`src/dmwc_pkg.sv`:
```
// Shared types, constants and defaults for the direct-mapped write-back cache.
package dmwc_pkg;

  // Fixed field widths of a request and its response.
  localparam int unsigned KIND_W      = 2;
  localparam int unsigned ADDR_W      = 14;
  localparam int unsigned DATA_W      = 32;
  localparam int unsigned MISS_W      = 2;
  localparam int unsigned COUNT_W     = 32;

  // Line geometry: 64-byte lines of sixteen 32-bit words.
  localparam int unsigned LINE_BYTES  = 64;
  localparam int unsigned LINE_WORDS  = 16;
  localparam int unsigned OFFSET_BITS = 6;
  localparam int unsigned BYTE_SEL_W  = 2;
  localparam int unsigned WORD_SEL_W  = OFFSET_BITS - BYTE_SEL_W;
  localparam int unsigned LINE_ADDR_W = ADDR_W - OFFSET_BITS;
  localparam int unsigned WORD_ADDR_W = ADDR_W - BYTE_SEL_W;
  localparam int unsigned CNT_W       = $clog2(LINE_WORDS + 1);

  // Default sizes for the top level.
  localparam int unsigned CACHE_BYTES_DEF  = 1024;
  localparam int unsigned MEMORY_WORDS_DEF = 4096;

  // Request kinds.
  typedef enum logic [KIND_W-1:0] {
    KIND_READ    = 2'd0,
    KIND_WRITE   = 2'd1,
    KIND_PRELOAD = 2'd2
  } kind_e;

  // Miss classification reported with each response.
  typedef enum logic [MISS_W-1:0] {
    MISS_NONE  = 2'd0,
    MISS_COLD  = 2'd1,
    MISS_CLEAN = 2'd2,
    MISS_DIRTY = 2'd3
  } miss_e;

  // Controller states.
  typedef enum logic [2:0] {
    ST_CLEAR,
    ST_IDLE,
    ST_LOOKUP,
    ST_WB,
    ST_FILL,
    ST_FIN,
    ST_DONE
  } state_e;

  // Statistics events raised once per cache access.
  typedef struct packed {
    logic access;
    logic hit;
    logic miss;
  } stat_evt_t;

endpackage

```
`src/dmwc_stats.sv`:
```
// Access, hit and miss counters that wrap at 2^32.
module dmwc_stats (
  input  logic                              clk_i,
  input  logic                              rst_ni,
  input  dmwc_pkg::stat_evt_t               evt_i,
  output logic [dmwc_pkg::COUNT_W-1:0]      access_total_o,
  output logic [dmwc_pkg::COUNT_W-1:0]      hit_total_o,
  output logic [dmwc_pkg::COUNT_W-1:0]      miss_total_o
);

  logic [dmwc_pkg::COUNT_W-1:0] access_q, access_d;
  logic [dmwc_pkg::COUNT_W-1:0] hit_q, hit_d;
  logic [dmwc_pkg::COUNT_W-1:0] miss_q, miss_d;

  // Each event bumps its counter by one; overflow simply wraps.
  always_comb begin
    access_d = access_q + dmwc_pkg::COUNT_W'(evt_i.access);
    hit_d    = hit_q + dmwc_pkg::COUNT_W'(evt_i.hit);
    miss_d   = miss_q + dmwc_pkg::COUNT_W'(evt_i.miss);
  end

  always_ff @(posedge clk_i or negedge rst_ni) begin
    if (!rst_ni) begin
      access_q <= '0;
      hit_q    <= '0;
      miss_q   <= '0;
    end else begin
      access_q <= access_d;
      hit_q    <= hit_d;
      miss_q   <= miss_d;
    end
  end

  assign access_total_o = access_q;
  assign hit_total_o    = hit_q;
  assign miss_total_o   = miss_q;

endmodule

```
`config.mk`:
```
export PLATFORM = sky130hd
export DESIGN_NAME = dmwc_stats
export DESIGN_NICKNAME = d
export VERILOG_FILES = /design/src/dmwc_pkg.sv /design/src/dmwc_stats.sv
export SDC_FILE = /design/constraint.sdc
export NUM_CORES = 1
export LEC_CHECK = 0
export BUFFER_PORTS_ARGS = -buffer_cell sky130_fd_sc_hd__buf_2
export CAP_MARGIN = 20
export CORE_MARGIN = 5
export CORE_UTILIZATION = 40
export CTS_CLUSTER_DIAMETER = 60
export DETAILED_ROUTE_END_ITERATION = 16
export PLACE_DENSITY = 0.63
export SYNTH_ARGS = -nofsm -noshare
export SYNTH_HDL_FRONTEND = slang
export SYNTH_SLANG_ARGS = --single-unit
```
`constraint.sdc`:
```
create_clock -name clk_i -period 2.3 [get_ports clk_i]
set_input_delay 0.345 -clock clk_i [delete_from_list [all_inputs] [get_ports clk_i]]
set_output_delay 0.345 -clock clk_i [all_outputs]
set_load 0.01 [all_outputs]
```
# Word level (Yosys, flattened, before mapping)
# Index checks and enable logic that the tools add are counted.
# classes
addsub	3
multipliers	0
div_mod_pow	0
n_lt_le_gt_ge	0
eq_ne	0
shift	0
mux	0
bitwise_logic	0
reduce_logical	0
# ops
operator	n
32-bit by 1-bit adder with 32-bit output	3
# totals
reg_bits	96
latchBits	0
mem_bits_rw	0
romBits	0
in_bits	5
out_inout_bits	96
word_cells	6
n_memories	0

# Longest topological paths before layout
# depth
ltp_word	1
ltp_mapped	6

# Least setup slack after synthesis
# No wires, ideal clock.
# synth_timing
path_type	reg2reg
startpoint	reg access_q, in the netlist access_total_o[0]
endpoint	reg access_q, in the netlist access_total_o[28]
arrival_time_ns	1.751
slack_ns	0.470
stages_incl_launch_ff	7
n_path_buf	0
path_cell_list	dfrtp_1 -> ha_1 -> ha_1 -> nand2_1 -> or4_4 -> nor4_1 -> xor2_1
# synth_between
elab_chain_len	1
# synth_rtl
item	line_no	text
start, declared	dmwc_stats.sv:11	logic [dmwc_pkg::COUNT_W-1:0] access_q, access_d;
start signal, assigned	dmwc_stats.sv:28	access_q <= access_d;
32-bit by 1-bit adder with 32-bit output	dmwc_stats.sv:17	access_d = access_q + dmwc_pkg::COUNT_W'(evt_i.access);
via access_d (one bit)	dmwc_stats.sv:11	
# The timed path passes the listed nets, and every way through them passes these cells.

# Final worst setup path
# layout_timing
startpoint	reg access_q, in the netlist access_total_o[0]
endpoint	reg access_q, in the netlist access_total_o[30]
# Same word-level chain as after synthesis.

==> flow_metrics.py <==
metrics = {
    "status": {
        "status": "completed",
    },
    "logic_synthesis": {
        "ys_ff_latch": 96,
        "synthTopCellsByCount": "dfrtp_1, xnor2_1, nand3_1",
        "synth_xor_xnor_area_share": 0.186,
        "syn_inst": 371,
        "ys.flop_type": "dfrtp_1",
        "synthMuxAreaShare": 0,
        "syn_area_per_cell_um2": 11.5,
        "synth_edf_count": 0,
        "synth_fa_ha_area_frac": 0.0205,
        "syn_area_um2": 4280,
        "synth_compound_area_frac": 0,
        "async_reset_ff_frac": 1.00,
        "synth_cell_types": 21,
        "ys_seq_area_frac": 0.562,
        "synthTopCellsByArea": "dfrtp_1, xnor2_1, nand4_1",
        "ys_warn_count": 0,
        "synth_top_family_by_area": "simple AND/OR/NAND/NOR gates",
        "yosys.area.top_type": "dfrtp_1",
        "synth.top_cell.area_share": 0.562,
        "syn-num-nets": 383,
        "yosysMostFrequentCell": "dfrtp_1",
        "synthSimpleGateAreaFrac": 0.225,
    },
    "sta": {
        "tightest_slew_ns": 0.626,
        "final_hold_viol_count": 0,
        "rsz0062_at_grt": "false",
        "fmax_ghz": 0.508,
        "fin_crit_sh": 0.856,
        "final_max_slew_viol_count": 0,
        "fin_setup_tns_ns": 0,
        "holdWs_ns": 0.221,
        "finalSetupViolations": 0,
        "maxSlewHeadroom": 0.581,
        "fin_worst_skew_ns": 0.00720,
        "final.min_clock_period_ns": 1.97,
    },
    "routing": {
        "wl_per_cell_um": 14.8,
        "dr.first_iter.drc_count": 101,
        "vias_per_cell": 5.10,
        "postRouteAntennaNets": 0,
        "dr_total_vias": 3231,
        "dr.pass1.iters": 4,
        "drc": 0,
        "wl_um": 9350,
    },
    "clocking": {
        "clk_latency_ns": 0.36,
        "cts.path.max_buffers": 2,
        "cts_inserted_buffers": 9,
        "cts_tree": "built",
        "h-tree-depth": 3,
        "clkTransAtPathRegs_ns": 0.09,
        "cts_resized": 0,
        "cts_num_sinks": 96,
        "clock-root-buffer": "clkbuf_8",
    },
    "worst_setup_path": {
        "worst_ep_required_time_ns": 2.58,
        "cp_max_fo": 5,
        "crit_arrival_ns": 2.25,
        "cp-end-kind": "register",
        "crit_type": "reg2reg",
        "critPathLaunchType": "register",
    },
    "floorplan": {
        "die_w_um": 113,
        "die_y_um": 113,
        "rows": 37,
        "io_pins": 101,
        "die_area_um2": 12900,
        "initial_utilization": 0.413,
        "core-area_um2": 10400,
    },
    "placed_design": {
        "port_buffers": 100,
        "post-place-cells": 616,
        "post-dp-hpwl_um": 6900,
        "routabilityCongestion": 0.810,
    },
    "layout": {
        "fillers": 1003,
        "nets": 504,
        "drive_above_1_share": 0.264,
        "syn2layout_area_growth_pct": 23.1,
        "instances_no_fill": 633,
        "diodes": 0,
        "fin_util": 0.508,
    },
    "global_routing": {
        "grt_pass1_vias": 3237,
        "grt_util_all_layers": 0.155,
        "grt_max_degree": 60,
        "antenna_found_initial": 0,
        "grt_overflow_total": 0,
        "grt_pass1_wl_um": 16200,
    },
    "pwr": {
        "finalPower_mw": 3.87,
        "power.leakage_nw": 2.63,
        "peakVddDrop_v": 0.000483,
        "powerDensity_nw_per_um2": 734,
    },
    "flow_run": {
        "maxCapViolCount": 0,
    },
    "worst_hold_path": {
        "hold_path_class": "in2reg",
    },
}
## kinds of logic (layout without fill, tap and decap cells)
kind of cell,after synthesis,count (layout)
AND/OR/NAND/NOR,170,170
flip-flops,96,96
XOR/XNOR,91,91
adder cells (fa/ha/maj),7,7
buffers and inverters,7,133
## cell usage in the layout, fill, tap and decap left out, types with 13 or more instances in the layout
master	netlist	final
buf_2	1	99
clkbuf_8	0	13
dfrtp_1	96	96
nand2_1	33	33
nand3_1	37	37
nand4_1	34	34
nor2_1	14	14
nor4_1	14	14
xnor2_1	68	68
xor2_1	23	23
## state kept, by name, summed over array words and instances, names as in the netlist
name            count
hit_total_o        32
access_total_o     32
miss_total_o       32
## path summary, 6_finish.rpt
kind | from | endpoint | slack [ns] | cells after the start
worst min-delay path | evt_i[1] | hit_total_o[0] | 0.22 | 2
worst max-delay path | access_total_o[0] | access_total_o[30] | 0.33 | 6
min in group asynchronous | rst_ni | access_total_o[1] | 0.50 | 2
max in group asynchronous | rst_ni | hit_total_o[17] | 1.11 | 3
worst min register to register | hit_total_o[31] | hit_total_o[31] | 0.47 | 1
worst max register to register | access_total_o[0] | access_total_o[30] | 0.33 | 6
## area by class of cell
type	count	area, um2	share of cell area
flip-flops and latches	96	2400	0.456
repair buffers	112	608	0.115
clock buffers	14	183	0.0347
well taps	136	170	0.0323
clock inverters	2	35.0	0.00665
inverters	5	18.8	0.00356
multi-input cells	268	1850	0.351
## what timing repair did
item	CTS	global route
buffers inserted	0	0
hold buffers	1	0
hold endpoints to repair	37	0
## power by group
part | internal, mW | switching, mW
clock | 0.621 | 0.559
combinational | 0.263 | 0.320
sequential | 1.86 | 0.240
total | 2.75 | 1.12
## critical path, cell delays in order (launching register included)
cell and delay (ns):
dfrtp_1 0.37, ha_1 0.18, ha_1 0.21, nand2_1 0.13
or4_4 0.48, nor4_1 0.34, xor2_1 0.18
## through the flow
step	worst slack (ns)	instance area, um2
3_3_place_gp	0.354	5040
6_report	0.332	5270
4_1_cts	0.308	5270
2_1_floorplan	0.470	4280
5_1_grt	0.154	5270
3_5_place_dp	0.250	5040
## routing by layer
| layer | vias up | global-route usage | part of all wire |
|---|---|---|---|
| li1 | 1555 | - | - |
| met1 | 1601 | 0.205 | 0.45 |
| met5 | - | 0 | 0 |
| met4 | 0 | 0.0585 | 0.016 |
| met3 | 11 | 0.0366 | 0.054 |
| met2 | 64 | 0.248 | 0.48 |
Power figures use the tool's default switching activity.
