==> src/dmwc_ram.sv <==
// Simple dual-port synchronous RAM with one write port and a registered read port.
module dmwc_ram #(
  parameter int unsigned WIDTH = 32,
  parameter int unsigned DEPTH = 16,
  parameter int unsigned AW    = $clog2(DEPTH)
) (
  input  logic             clk_i,
  input  logic             we_i,
  input  logic [AW-1:0]    waddr_i,
  input  logic [WIDTH-1:0] wdata_i,
  input  logic [AW-1:0]    raddr_i,
  output logic [WIDTH-1:0] rdata_o
);

  logic [WIDTH-1:0] mem [DEPTH];
  logic [WIDTH-1:0] rdata_q;

  // Write port.
  always_ff @(posedge clk_i) begin
    if (we_i) begin
      mem[waddr_i] <= wdata_i;
    end
  end

  // Registered read port.
  always_ff @(posedge clk_i) begin
    rdata_q <= mem[raddr_i];
  end

  assign rdata_o = rdata_q;

endmodule

==> config.mk <==
export PLATFORM = sky130hd
export DESIGN_NAME = dmwc_ram
export DESIGN_NICKNAME = d
export VERILOG_FILES = /design/src/dmwc_ram.sv
export SDC_FILE = /design/constraint.sdc
export NUM_CORES = 1
export LEC_CHECK = 0
export ABC_CLOCK_PERIOD_IN_PS = 4800
export CORE_MARGIN = 2
export CORE_UTILIZATION = 35
export CTS_BUF_LIST = sky130_fd_sc_hd__clkbuf_2 sky130_fd_sc_hd__clkbuf_4 sky130_fd_sc_hd__clkbuf_8
export CTS_CLUSTER_SIZE = 14
export DETAILED_ROUTE_END_ITERATION = 16
export DONT_BUFFER_PORTS = 1
export PLACE_DENSITY_LB_ADDON = 0.25
export SYNTH_ARGS = -nofsm -noshare
export SYNTH_HDL_FRONTEND = slang
export SYNTH_SLANG_ARGS = --single-unit
==> constraint.sdc <==
create_clock -name clk_i -period 4.8 [get_ports clk_i]
set_clock_uncertainty 0.15 [all_clocks]
set_input_delay 0.72 -clock clk_i [delete_from_list [all_inputs] [get_ports clk_i]]
set_output_delay 0.72 -clock clk_i [all_outputs]
set_load 0.01 [all_outputs]
Word level (Yosys, flattened, before mapping)
Memory sizes are Yosys's and may differ from the RTL's. A register that Yosys moved wholly into a read port is not among the register bits.
Index checks and enable logic that the tools add are counted.
Operators by class
  muxes and demuxes: 2
Operators by type and width (number)
  1-bit two-way mux: 2
Word-level totals
  bits of input ports: 42
  word-level logic and storage cells: 3
  flip-flop bits (word level): 0
  memories: 1
  memory bits (writable): 512
  output and inout port bits: 32
Memories
  mem: depth 16, width 32, read ports 1, clocked after memory_dff 1, write ports 1, line 15  | logic [WIDTH-1:0] mem [DEPTH];

Depth between registers and ports, before layout
Gate-level depths: netlist (run 1).
  depth after elaboration: 2
  mapped depth: 5
  depth with buffers taken out: 3

Least setup slack after synthesis (run 1)
No wires, ideal clock.
  path type: in2reg
  from: input port waddr_i[2]
  to: memory mem[0][0] (enable)
  data arrival time: 3.438 ns
  stages: 2
  slack: 0.750 ns
  data required time: 4.189 ns
  path buffers: 0
  setup time: 0.461 ns
  path through: or3b_2 -> nor3_1
RTL lines
  from (decl): line 9  | input logic [AW-1:0] waddr_i,
  to (decl): line 15
No word-level cell before the write port.

Worst setup path in the final report (run 1)
  from: input port waddr_i[2]
  to: memory mem[0][1] (enable)
No word-level cell before the write port.

==> impl_metrics.yaml, run 1 <==
route:
  vias_per_cell: 4.98
  drt_pass1_iterations: 5
  wl_per_cell_um: 24.0
  vias: 8789
  drc_errors: 0
  routed_wl_um: 42400
  antenna_left: 0
  drtIter0Drc: 724
power_and_ir_drop:
  p_leak_nw: 7.21
  total_power_w: 0.00981
  p_per_area_nw_per_um2: 427
  irDropWorstVdd_uv: 189
setup_path:
  ff2ff_setup_slack_ns: 3.23
  timing.rr.end: "rdata_o[21]$_DFF_P_"
  worstReg2RegStart: "mem[3][21]$_DFFE_PP_"
  worst-path-stages: 3
  critPathLaunch: "waddr_i[2]"
  cpPeakStageDelay_ns: 0.58
  slowest_stage: "or3b_2"
  cp_data_arrival_time_ns: 2.26
  path_delay_family: "simple AND/OR/NAND/NOR gates"
  crit_path_end_kind: "register"
  endpoint: "mem[0][1]$_DFFE_PP_"
  path_cells: "or3b_2, nor3_2, buf_4"
  cp_max_fo: 27
  crit_buf_inv: 1
  r2r_cells: 3
  startpoint_type: "input pin"
  critPathKind: "input pin to register"
  crit_required_ns: 4.93
clock_tree:
  cts_buffer_depth: 3
  cts-hold-fix-buffers: 32
  cts_sinks: 544
  post_cts_resized: 0
  cts_tree: "yes"
  htreeDepth: 3
  root_buffer: "clkbuf_8"
  cts_buffers: 89
  clkTransAtPathRegs_ns: 0.06
  post_cts_buffers: 0
  clk_latency_ns: 0.65
sta:
  hold_violations: 0
  fin_setup_tns_ns: 0
  finalCriticalPeriod_ns: 2.13
  drv_slew: 0
  max_slew.worst_pin.slew_ns: 1.14
  rsz0062_at_grt: "no"
  setup_viol: 0
  slew_headroom_pct: 23.9
  fin_crit_sh_pct: 44.4
  fmax_mhz: 469
placement:
  hpwl_um: 21400
  gp_congestion: 0.681
  port_buffers: 0
yosys:
  yosysSeqAreaShare_pct: 80.7
  syn-num-nets: 880
  syn_inst: 838
  synth_area_sq_um: 19900
  synth_warnings: 0
  ys_ff_latch: 544
  syn_avg_cell_area_sq_um: 23.7
  synth_cell_type_count: 18
grt:
  grt_usage_pct: 14.7
  grt.overflow.total: 0
  grt_pass1_vias: 9651
  grt_first_pass_wirelength_um: 63600
  grt_antenna_before_repair: 3
  grt_max_degree: 129
floorplanning:
  die_h_um: 242
  core_area_sq_um: 56300
  initial_utilization_pct: 35.3
  rows: 87
  die_x_um: 242
  die-area_sq_um: 58600
  pin_count: 74
min_path:
  holdCritPathClass: "input pin to register"
outcome:
  outcome: "finished, final reports clean"
finish:
  layout.nets: 975
  final_cell_mix: "edfxtp_1, mux4_2, clkbuf_8"
  final_common_cell: "edfxtp_1"
  areaGrowthSynthToFinish_pct: 15.8
  drive_gt1_share_pct: 31.3
job:
  drv_cap: 0
## layer usage
metal	track usage [%]	part of all wire [%]	vias up	wire, um
met1	20.4	45	4715	19100
met3	3.20	5.1	61	2170
met5	0	0.031	-	13
li1	-	-	3790	-
met2	23.1	48	221	20300
met4	4.92	1.9	2	795
## cells by family after synthesis
family	share of synthesized area, %
compound gates	2.42
buf+inv	1.12
flops	80.7
mux	14.5
simple gates	1.27
## metrics by stage
stage	cells	cell area [sq um]	worst slack (ns)	hold slack [ns]	utilization (%)
2_1_floorplan	838	19900	0.750	0.485	-
4_1_cts	1763	23000	2.68	0.109	40.8
5_1_grt	1765	23000	2.59	0.137	40.8
3_5_place_dp	1566	20800	1.97	0.508	37.0
6_report	1766	23000	2.67	0.166	40.8
3_3_place_gp	1566	20800	1.97	0.504	37.0
## report_power, final
part           total, W  internal, W  switching, W
clock network   0.00409      0.00232       0.00177
logic          0.000359     0.000167      0.000192
registers       0.00536      0.00531     0.0000493
total           0.00981      0.00780       0.00201
## worst min path at each step
| stage | from | to | slack (ns) | depth (start not counted) |
|---|---|---|---|---|
| floorplan | mem[14][0]$_DFFE_PP_ | rdata_o[0]$_DFF_P_ | 0.48 | 3 |
| global placement | mem[15][8]$_DFFE_PP_ | rdata_o[8]$_DFF_P_ | 0.50 | 3 |
| finish | waddr_i[0] | mem[0][22]$_DFFE_PP_ | 0.17 | 1 |
| global route | waddr_i[0] | mem[0][20]$_DFFE_PP_ | 0.14 | 1 |
| detailed placement | mem[14][6]$_DFFE_PP_ | rdata_o[6]$_DFF_P_ | 0.51 | 3 |
| CTS | waddr_i[0] | mem[0][22]$_DFFE_PP_ | 0.11 | 1 |
## layout make-up
class	instances	area (sq um)
clock inverters	27	203
multi-input cells	251	3750
clock buffers	138	1630
well taps	756	946
diodes	3	7.51
repair buffers	47	433
fillers	4952	33300
flip-flops and latches	544	16000
## registers in the layout, summed over array words and instances (netlist names)
register and count:
rdata_o 32, mem 512
## cell usage after synthesis
| master | number | share of area (%) |
|---|---|---|
| buf_4 | 11 | 0.42 |
| nand2_1 | 33 | 0.62 |
| nor2_1 | 13 | 0.25 |
| nand3b_1 | 2 | 0.076 |
| and2_1 | 1 | 0.032 |
| nand3_1 | 1 | 0.025 |
| a22oi_1 | 64 | 2.4 |
| or3b_2 | 1 | 0.044 |
| nand2b_1 | 2 | 0.063 |
| nor3_1 | 4 | 0.10 |
| dfxtp_1 | 32 | 3.2 |
| edfxtp_1 | 512 | 77 |
| buf_2 | 4 | 0.10 |
| nor2b_1 | 2 | 0.063 |
| mux4_2 | 128 | 15 |
| buf_1 | 9 | 0.17 |
| buf_6 | 2 | 0.11 |
| clkbuf_1 | 17 | 0.32 |
## worst reg2reg max path, stage by stage, from the launching register on
cell      delay (ns)
edfxtp_1        0.35
mux4_2          0.47
a22oi_1         0.28
nand2_1         0.15
Note: power is estimated with default switching activity, not from simulation.
==> inputs of run 2 (changes only) <==
Settings changed: ABC_CLOCK_PERIOD_IN_PS 4800 to 1700.
Clock period 4.8 ns to 1.7 ns, I/O delays scaled along.
==> run 2 against run 1 <==
The flow now finishes with violations (hold timing). Non-clock buffer count rose by 29. Final cell count rose by 1.5%. Count of clock-buffer cells in the layout fell by 6. Sequential power rose to 2.8 times the previous value. Critical endpoint is now mem[0][9]$_DFFE_PP_. Largest power group unchanged.
==> impl_metrics.yaml, run 2 (synthesized netlist as in run 1, its figures left out) <==
outcome:
  outcome: "finished with violations"
  violations: "hold timing"
route:
  drc_errors: 0
  met2_length_um: 20300
  drtIter0Drc: 767
  drt_pass1_iterations: 5
  vias_per_cell: 5.05
  route.layer.met1.wl_um: 20500
  vias: 9041
  routed.top_layer: "met5"
  antenna_left: 0
  routed_wl_um: 43800
  wl_per_cell_um: 24.5
  wl_met3_um: 2320
clock_tree:
  clk_latency_ns: 0.68
  cts_sinks: 544
  post_cts_buffers: 0
  cts_tree: "yes"
  post_cts_resized: 0
  cts-hold-fix-buffers: 37
  cts_buffer_depth: 3
  clkTransAtPathRegs_ns: 0.06
  htreeDepth: 3
  root_buffer: "clkbuf_8"
  cts_buffers: 88
setup_path:
  startpoint_type: "input pin"
  slowest_stage: "dlygate4sd3_1"
  ff2ff_setup_slack_ns: 0.19
  cpPeakStageDelay_ns: 0.60
  crit_required_ns: 1.88
  cp_data_arrival_time_ns: 1.82
  worstReg2RegStart: "mem[11][25]$_DFFE_PP_"
  timing.rr.end: "rdata_o[25]$_DFF_P_"
  path_cells: "dlygate4sd3_1, or3b_4, nor3_4, buf_12"
  cp_max_fo: 32
  r2r_cells: 3
  crit_path_end_kind: "register"
  critPathKind: "input pin to register"
  critPathLaunch: "waddr_i[2]"
floorplanning:
  die_x_um: 242
  die-area_sq_um: 58600
  core_area_sq_um: 56300
  die_h_um: 242
  initial_utilization_pct: 35.3
  rows: 87
  pin_count: 74
finish:
  drive_gt1_share_pct: 32.6
  largest-register: "mem"
  final_common_cell: "edfxtp_1"
  largest_register_ff_count: 512
  areaGrowthSynthToFinish_pct: 19.0
  layout.nets: 1003
  diodes: 0
  fillers: 4875
  final_cell_mix: "edfxtp_1, mux4_2, clkbuf_8"
sta:
  rsz0062_at_grt: "no"
  finalCriticalPeriod_ns: 1.64
  slew_headroom_pct: 15.6
  drv_slew: 0
  fin_crit_sh_pct: 96.7
  setup_viol: 0
  max_slew.worst_pin.slew_ns: 1.26
  fmax_mhz: 608
  hold_violations: 32
  hold_ws_ns: -0.223
  fin_setup_tns_ns: 0
min_path:
  min_to: "rdata_o[10]$_DFF_P_"
  min_path_cells: 3
  hp-start: "raddr_i[1]"
  holdCritPathClass: "input pin to register"
grt:
  grt_antenna_before_repair: 1
  grt_usage_pct: 15.3
  grt_first_pass_wirelength_um: 65800
  grt.overflow.total: 0
  grt_pass1_vias: 9668
  grt_max_degree: 129
placement:
  hpwl_um: 23300
  gp_congestion: 0.684
  port_buffers: 0
power_and_ir_drop:
  total_power_w: 0.0279
  p_per_area_nw_per_um2: 1180
  irDropWorstVdd_uv: 519
  p_leak_nw: 7.47
job:
  drv_cap: 0
[run 2: cell types whose count changed in the layout (fill, tap and decap cells not counted), sizes merged]
cell / change
buf: +24
bufinv: -1
clkbuf: -6
clkinv: +5
clkinvlp: -2
diode: -3
dlygate4sd3: +5
inv: +4
[run 2: worst max path at each step]
stage / to / slack (ns)
4_1_cts: rdata_o[31] / 0.09
3_3_place_gp: rdata_o[8]$_DFF_P_ / -0.07
5_1_grt: mem[0][9]$_DFFE_PP_ / 0.02
3_5_place_dp: rdata_o[8]$_DFF_P_ / -0.14
2_1_floorplan: mem[0][0]$_DFFE_PP_ / -0.41
6_report: mem[0][9]$_DFFE_PP_ / 0.06
[run 2: power breakdown]
part	switching, W	total [W]	internal [W]	leakage (nW)
Combinational	0.000557	0.00108	0.000527	1.58
Clock	0.00510	0.0116	0.00651	0.990
Sequential	0.000174	0.0152	0.0150	4.89
[run 2: final cells by class]
| cell class | instances | area [sq um] | share of cell area [%] |
|---|---|---|---|
| Tap cell | 756 | 946 | 4.00 |
| Sequential cell | 544 | 16000 | 67.8 |
| Clock inverter | 33 | 236 | 1.00 |
| Multi-Input combinational cell | 251 | 3790 | 16.0 |
| Clock buffer | 132 | 1640 | 6.92 |
| Timing Repair Buffer | 76 | 1000 | 4.24 |
[run 2: routing by layer]
metal / vias up / track usage (%)
li1: 3839 / -
met5: - / 0
met3: 43 / 3.80
met4: 2 / 4.68
met2: 199 / 22.9
met1: 4958 / 22.1
[run 2: through the flow]
step,setup slack [ns],cells,cell area [sq um],utilization [%]
after floorplan,-0.414,838,20000,-
after global placement,-0.0711,1590,21400,38.0
after detailed placement,-0.143,1590,21400,38.0
after CTS,0.0946,1792,23600,42.0
after global routing,0.0230,1792,23600,42.0
final,0.0562,1792,23600,42.0
[run 2: critical path, delay by kind of cell]
kind                   cells  cell delay (ns)
buffers and inverters      2             0.87
and+or+nand+nor            2             0.68
==> inputs of run 3 (changes only) <==
Settings changed: GPL_TIMING_DRIVEN set to 0.
==> run 3 against run 2 <==
The run ends with hold timing, setup timing left. Clock power down 5%. Worst hold slack lost 0.054 ns. Design area down 0.74%. Critical endpoint is now rdata_o[31]$_DFF_P_. Largest cell class unchanged. Largest power group unchanged.
==> impl_metrics.yaml, run 3 (synthesized netlist as in run 1, its figures left out) <==
outcome:
  outcome: "finished with violations"
  violations: "hold timing, setup timing"
route:
  drt_pass1_iterations: 5
  vias: 9227
  vias_per_cell: 5.11
  drc_errors: 0
  drtIter0Drc: 850
  wl_per_cell_um: 25.1
  routed_wl_um: 45400
  antenna_left: 0
clock_tree:
  cts_buffer_depth: 3
  htreeDepth: 3
  clkTransAtPathRegs_ns: 0.06
  clk_latency_ns: 0.66
  cts-hold-fix-buffers: 35
  cts_sinks: 544
  cts_tree: "yes"
  cts_buffers: 88
  root_buffer: "clkbuf_8"
grt:
  grt_max_degree: 33
  grt_usage_pct: 15.8
  grt_first_pass_wirelength_um: 66400
  grt.overflow.total: 0
  grt_pass1_vias: 9755
  grt_antenna_before_repair: 4
setup_path:
  cpPeakStageDelay_ns: 0.72
  critPathLaunch: "raddr_i[1]"
  path_cells: "buf_2, buf_1, mux4_2, a22oi_1, nand2_1"
  critPathKind: "input pin to register"
  crit_path_end_kind: "register"
  worst-path-stages: 5
  cp_data_arrival_time_ns: 2.05
  cp_max_fo: 10
  path_delay_family: "buffers and inverters"
  r2r_cells: 3
  slowest_stage: "buf_1"
  worstReg2RegStart: "mem[15][31]$_DFFE_PP_"
  startpoint_type: "input pin"
  crit_required_ns: 2.04
  crit_buf_inv: 2
finish:
  final_common_cell: "edfxtp_1"
  layout.nets: 1025
  postLayoutCoreUtil_pct: 41.7
  fillers: 4946
  drive_gt1_share_pct: 30.5
  areaGrowthSynthToFinish_pct: 18.1
  largest_register_ff_count: 512
  final_cell_mix: "edfxtp_1, mux4_2, clkbuf_8"
  largest-register: "mem"
  stdcell_area_sq_um: 23400
placement:
  port_buffers: 0
  gp_congestion: 0.672
  hpwl_um: 25600
  placed_area_sq_um: 21200
min_path:
  hp-start: "waddr_i[0]"
  min_path_cells: 1
  holdCritPathClass: "input pin to register"
power_and_ir_drop:
  p_leak_nw: 7.38
  p_per_area_nw_per_um2: 1170
  irDropWorstVdd_uv: 527
sta:
  hold_ws_ns: -0.277
  fin_crit_sh_pct: 101
  setup_viol: 1
  max_slew.worst_pin.slew_ns: 1.34
  worst_slack_ns: -0.0123
  hold_violations: 117
  rsz0062_at_grt: "no"
  finalCriticalPeriod_ns: 1.71
  fmax_mhz: 584
  slew_headroom_pct: 10.3
  drv_slew: 0
floorplanning:
  die_h_um: 242
  die-area_sq_um: 58600
  initial_utilization_pct: 35.3
  die_x_um: 242
  core_area_sq_um: 56300
  rows: 87
  pin_count: 74
job:
  drv_cap: 0
[run 3: cell count changes in the layout (fill, tap and decap cells not counted), sizes merged]
cell           change
clkinv             +1
bufinv             -1
dlygate4sd3        -2
clkdlybuf4s15      +1
buf                +7
inv                -3
clkbuf            +10
clkinvlp           +1
diode              +1
[run 3: report_power, final]
part	leakage (nW)	switching (W)	internal [W]	total [W]
clock	0.907	0.00501	0.00600	0.0110
combinational	1.58	0.000767	0.000535	0.00130
sequential	4.89	0.000132	0.0150	0.0151
total	7.38	0.00591	0.0215	0.0274
[run 3: per-stage QoR]
stage / setup WS [ns] / power [W] / cells / TNS (ns)
final: -0.0123 / 0.0274 / 1807 / -0.0123
after global routing: 0.00411 / 0.0284 / 1807 / 0
after CTS: -0.0671 / 0.0278 / 1798 / -2.29
after detailed placement: -0.772 / 0.0165 / 1605 / -291.97
after global placement: -1.44 / 0.0165 / 1594 / -441.89
after floorplan: -0.414 / 0.0161 / 838 / -53.02
[run 3: worst paths after layout]
check,endpoint,slack (ns)
min,mem[0][25]$_DFFE_PP_,-0.28
max reg2reg,rdata_o[31]$_DFF_P_,0.13
min reg2reg,rdata_o[28]$_DFF_P_,0.53
max,rdata_o[31]$_DFF_P_,-0.01
[run 3: layout make-up]
class | instances | area [sq um] | area share [%]
diodes | 1 | 2.50 | 0.0107
plain buffers | 43 | 229 | 0.976
clock buffers | 126 | 1550 | 6.60
clock inverters | 31 | 180 | 0.768
multi-input cells | 251 | 3770 | 16.1
flip-flops and latches | 544 | 16000 | 68.3
well taps | 756 | 946 | 4.03
repair buffers | 55 | 763 | 3.25
[run 3: per-layer routing]
layer / GRT usage [%] / vias up / routed length (um)
met1: 22.3 / 4980 / 20100
met4: 4.25 / 4 / 770
met5: 0 / - / 30
li1: - / 3881 / -
met3: 3.82 / 72 / 2780
met2: 24.6 / 290 / 21700
[run 3: repair_timing]
action / CTS / global route
hold endpoints to repair: 650 / 134
pin swaps: 2 / 0
endpoints found under the setup margin: 124 / 13
setup buffers: 1 / 1
resized for setup: 0 / 2
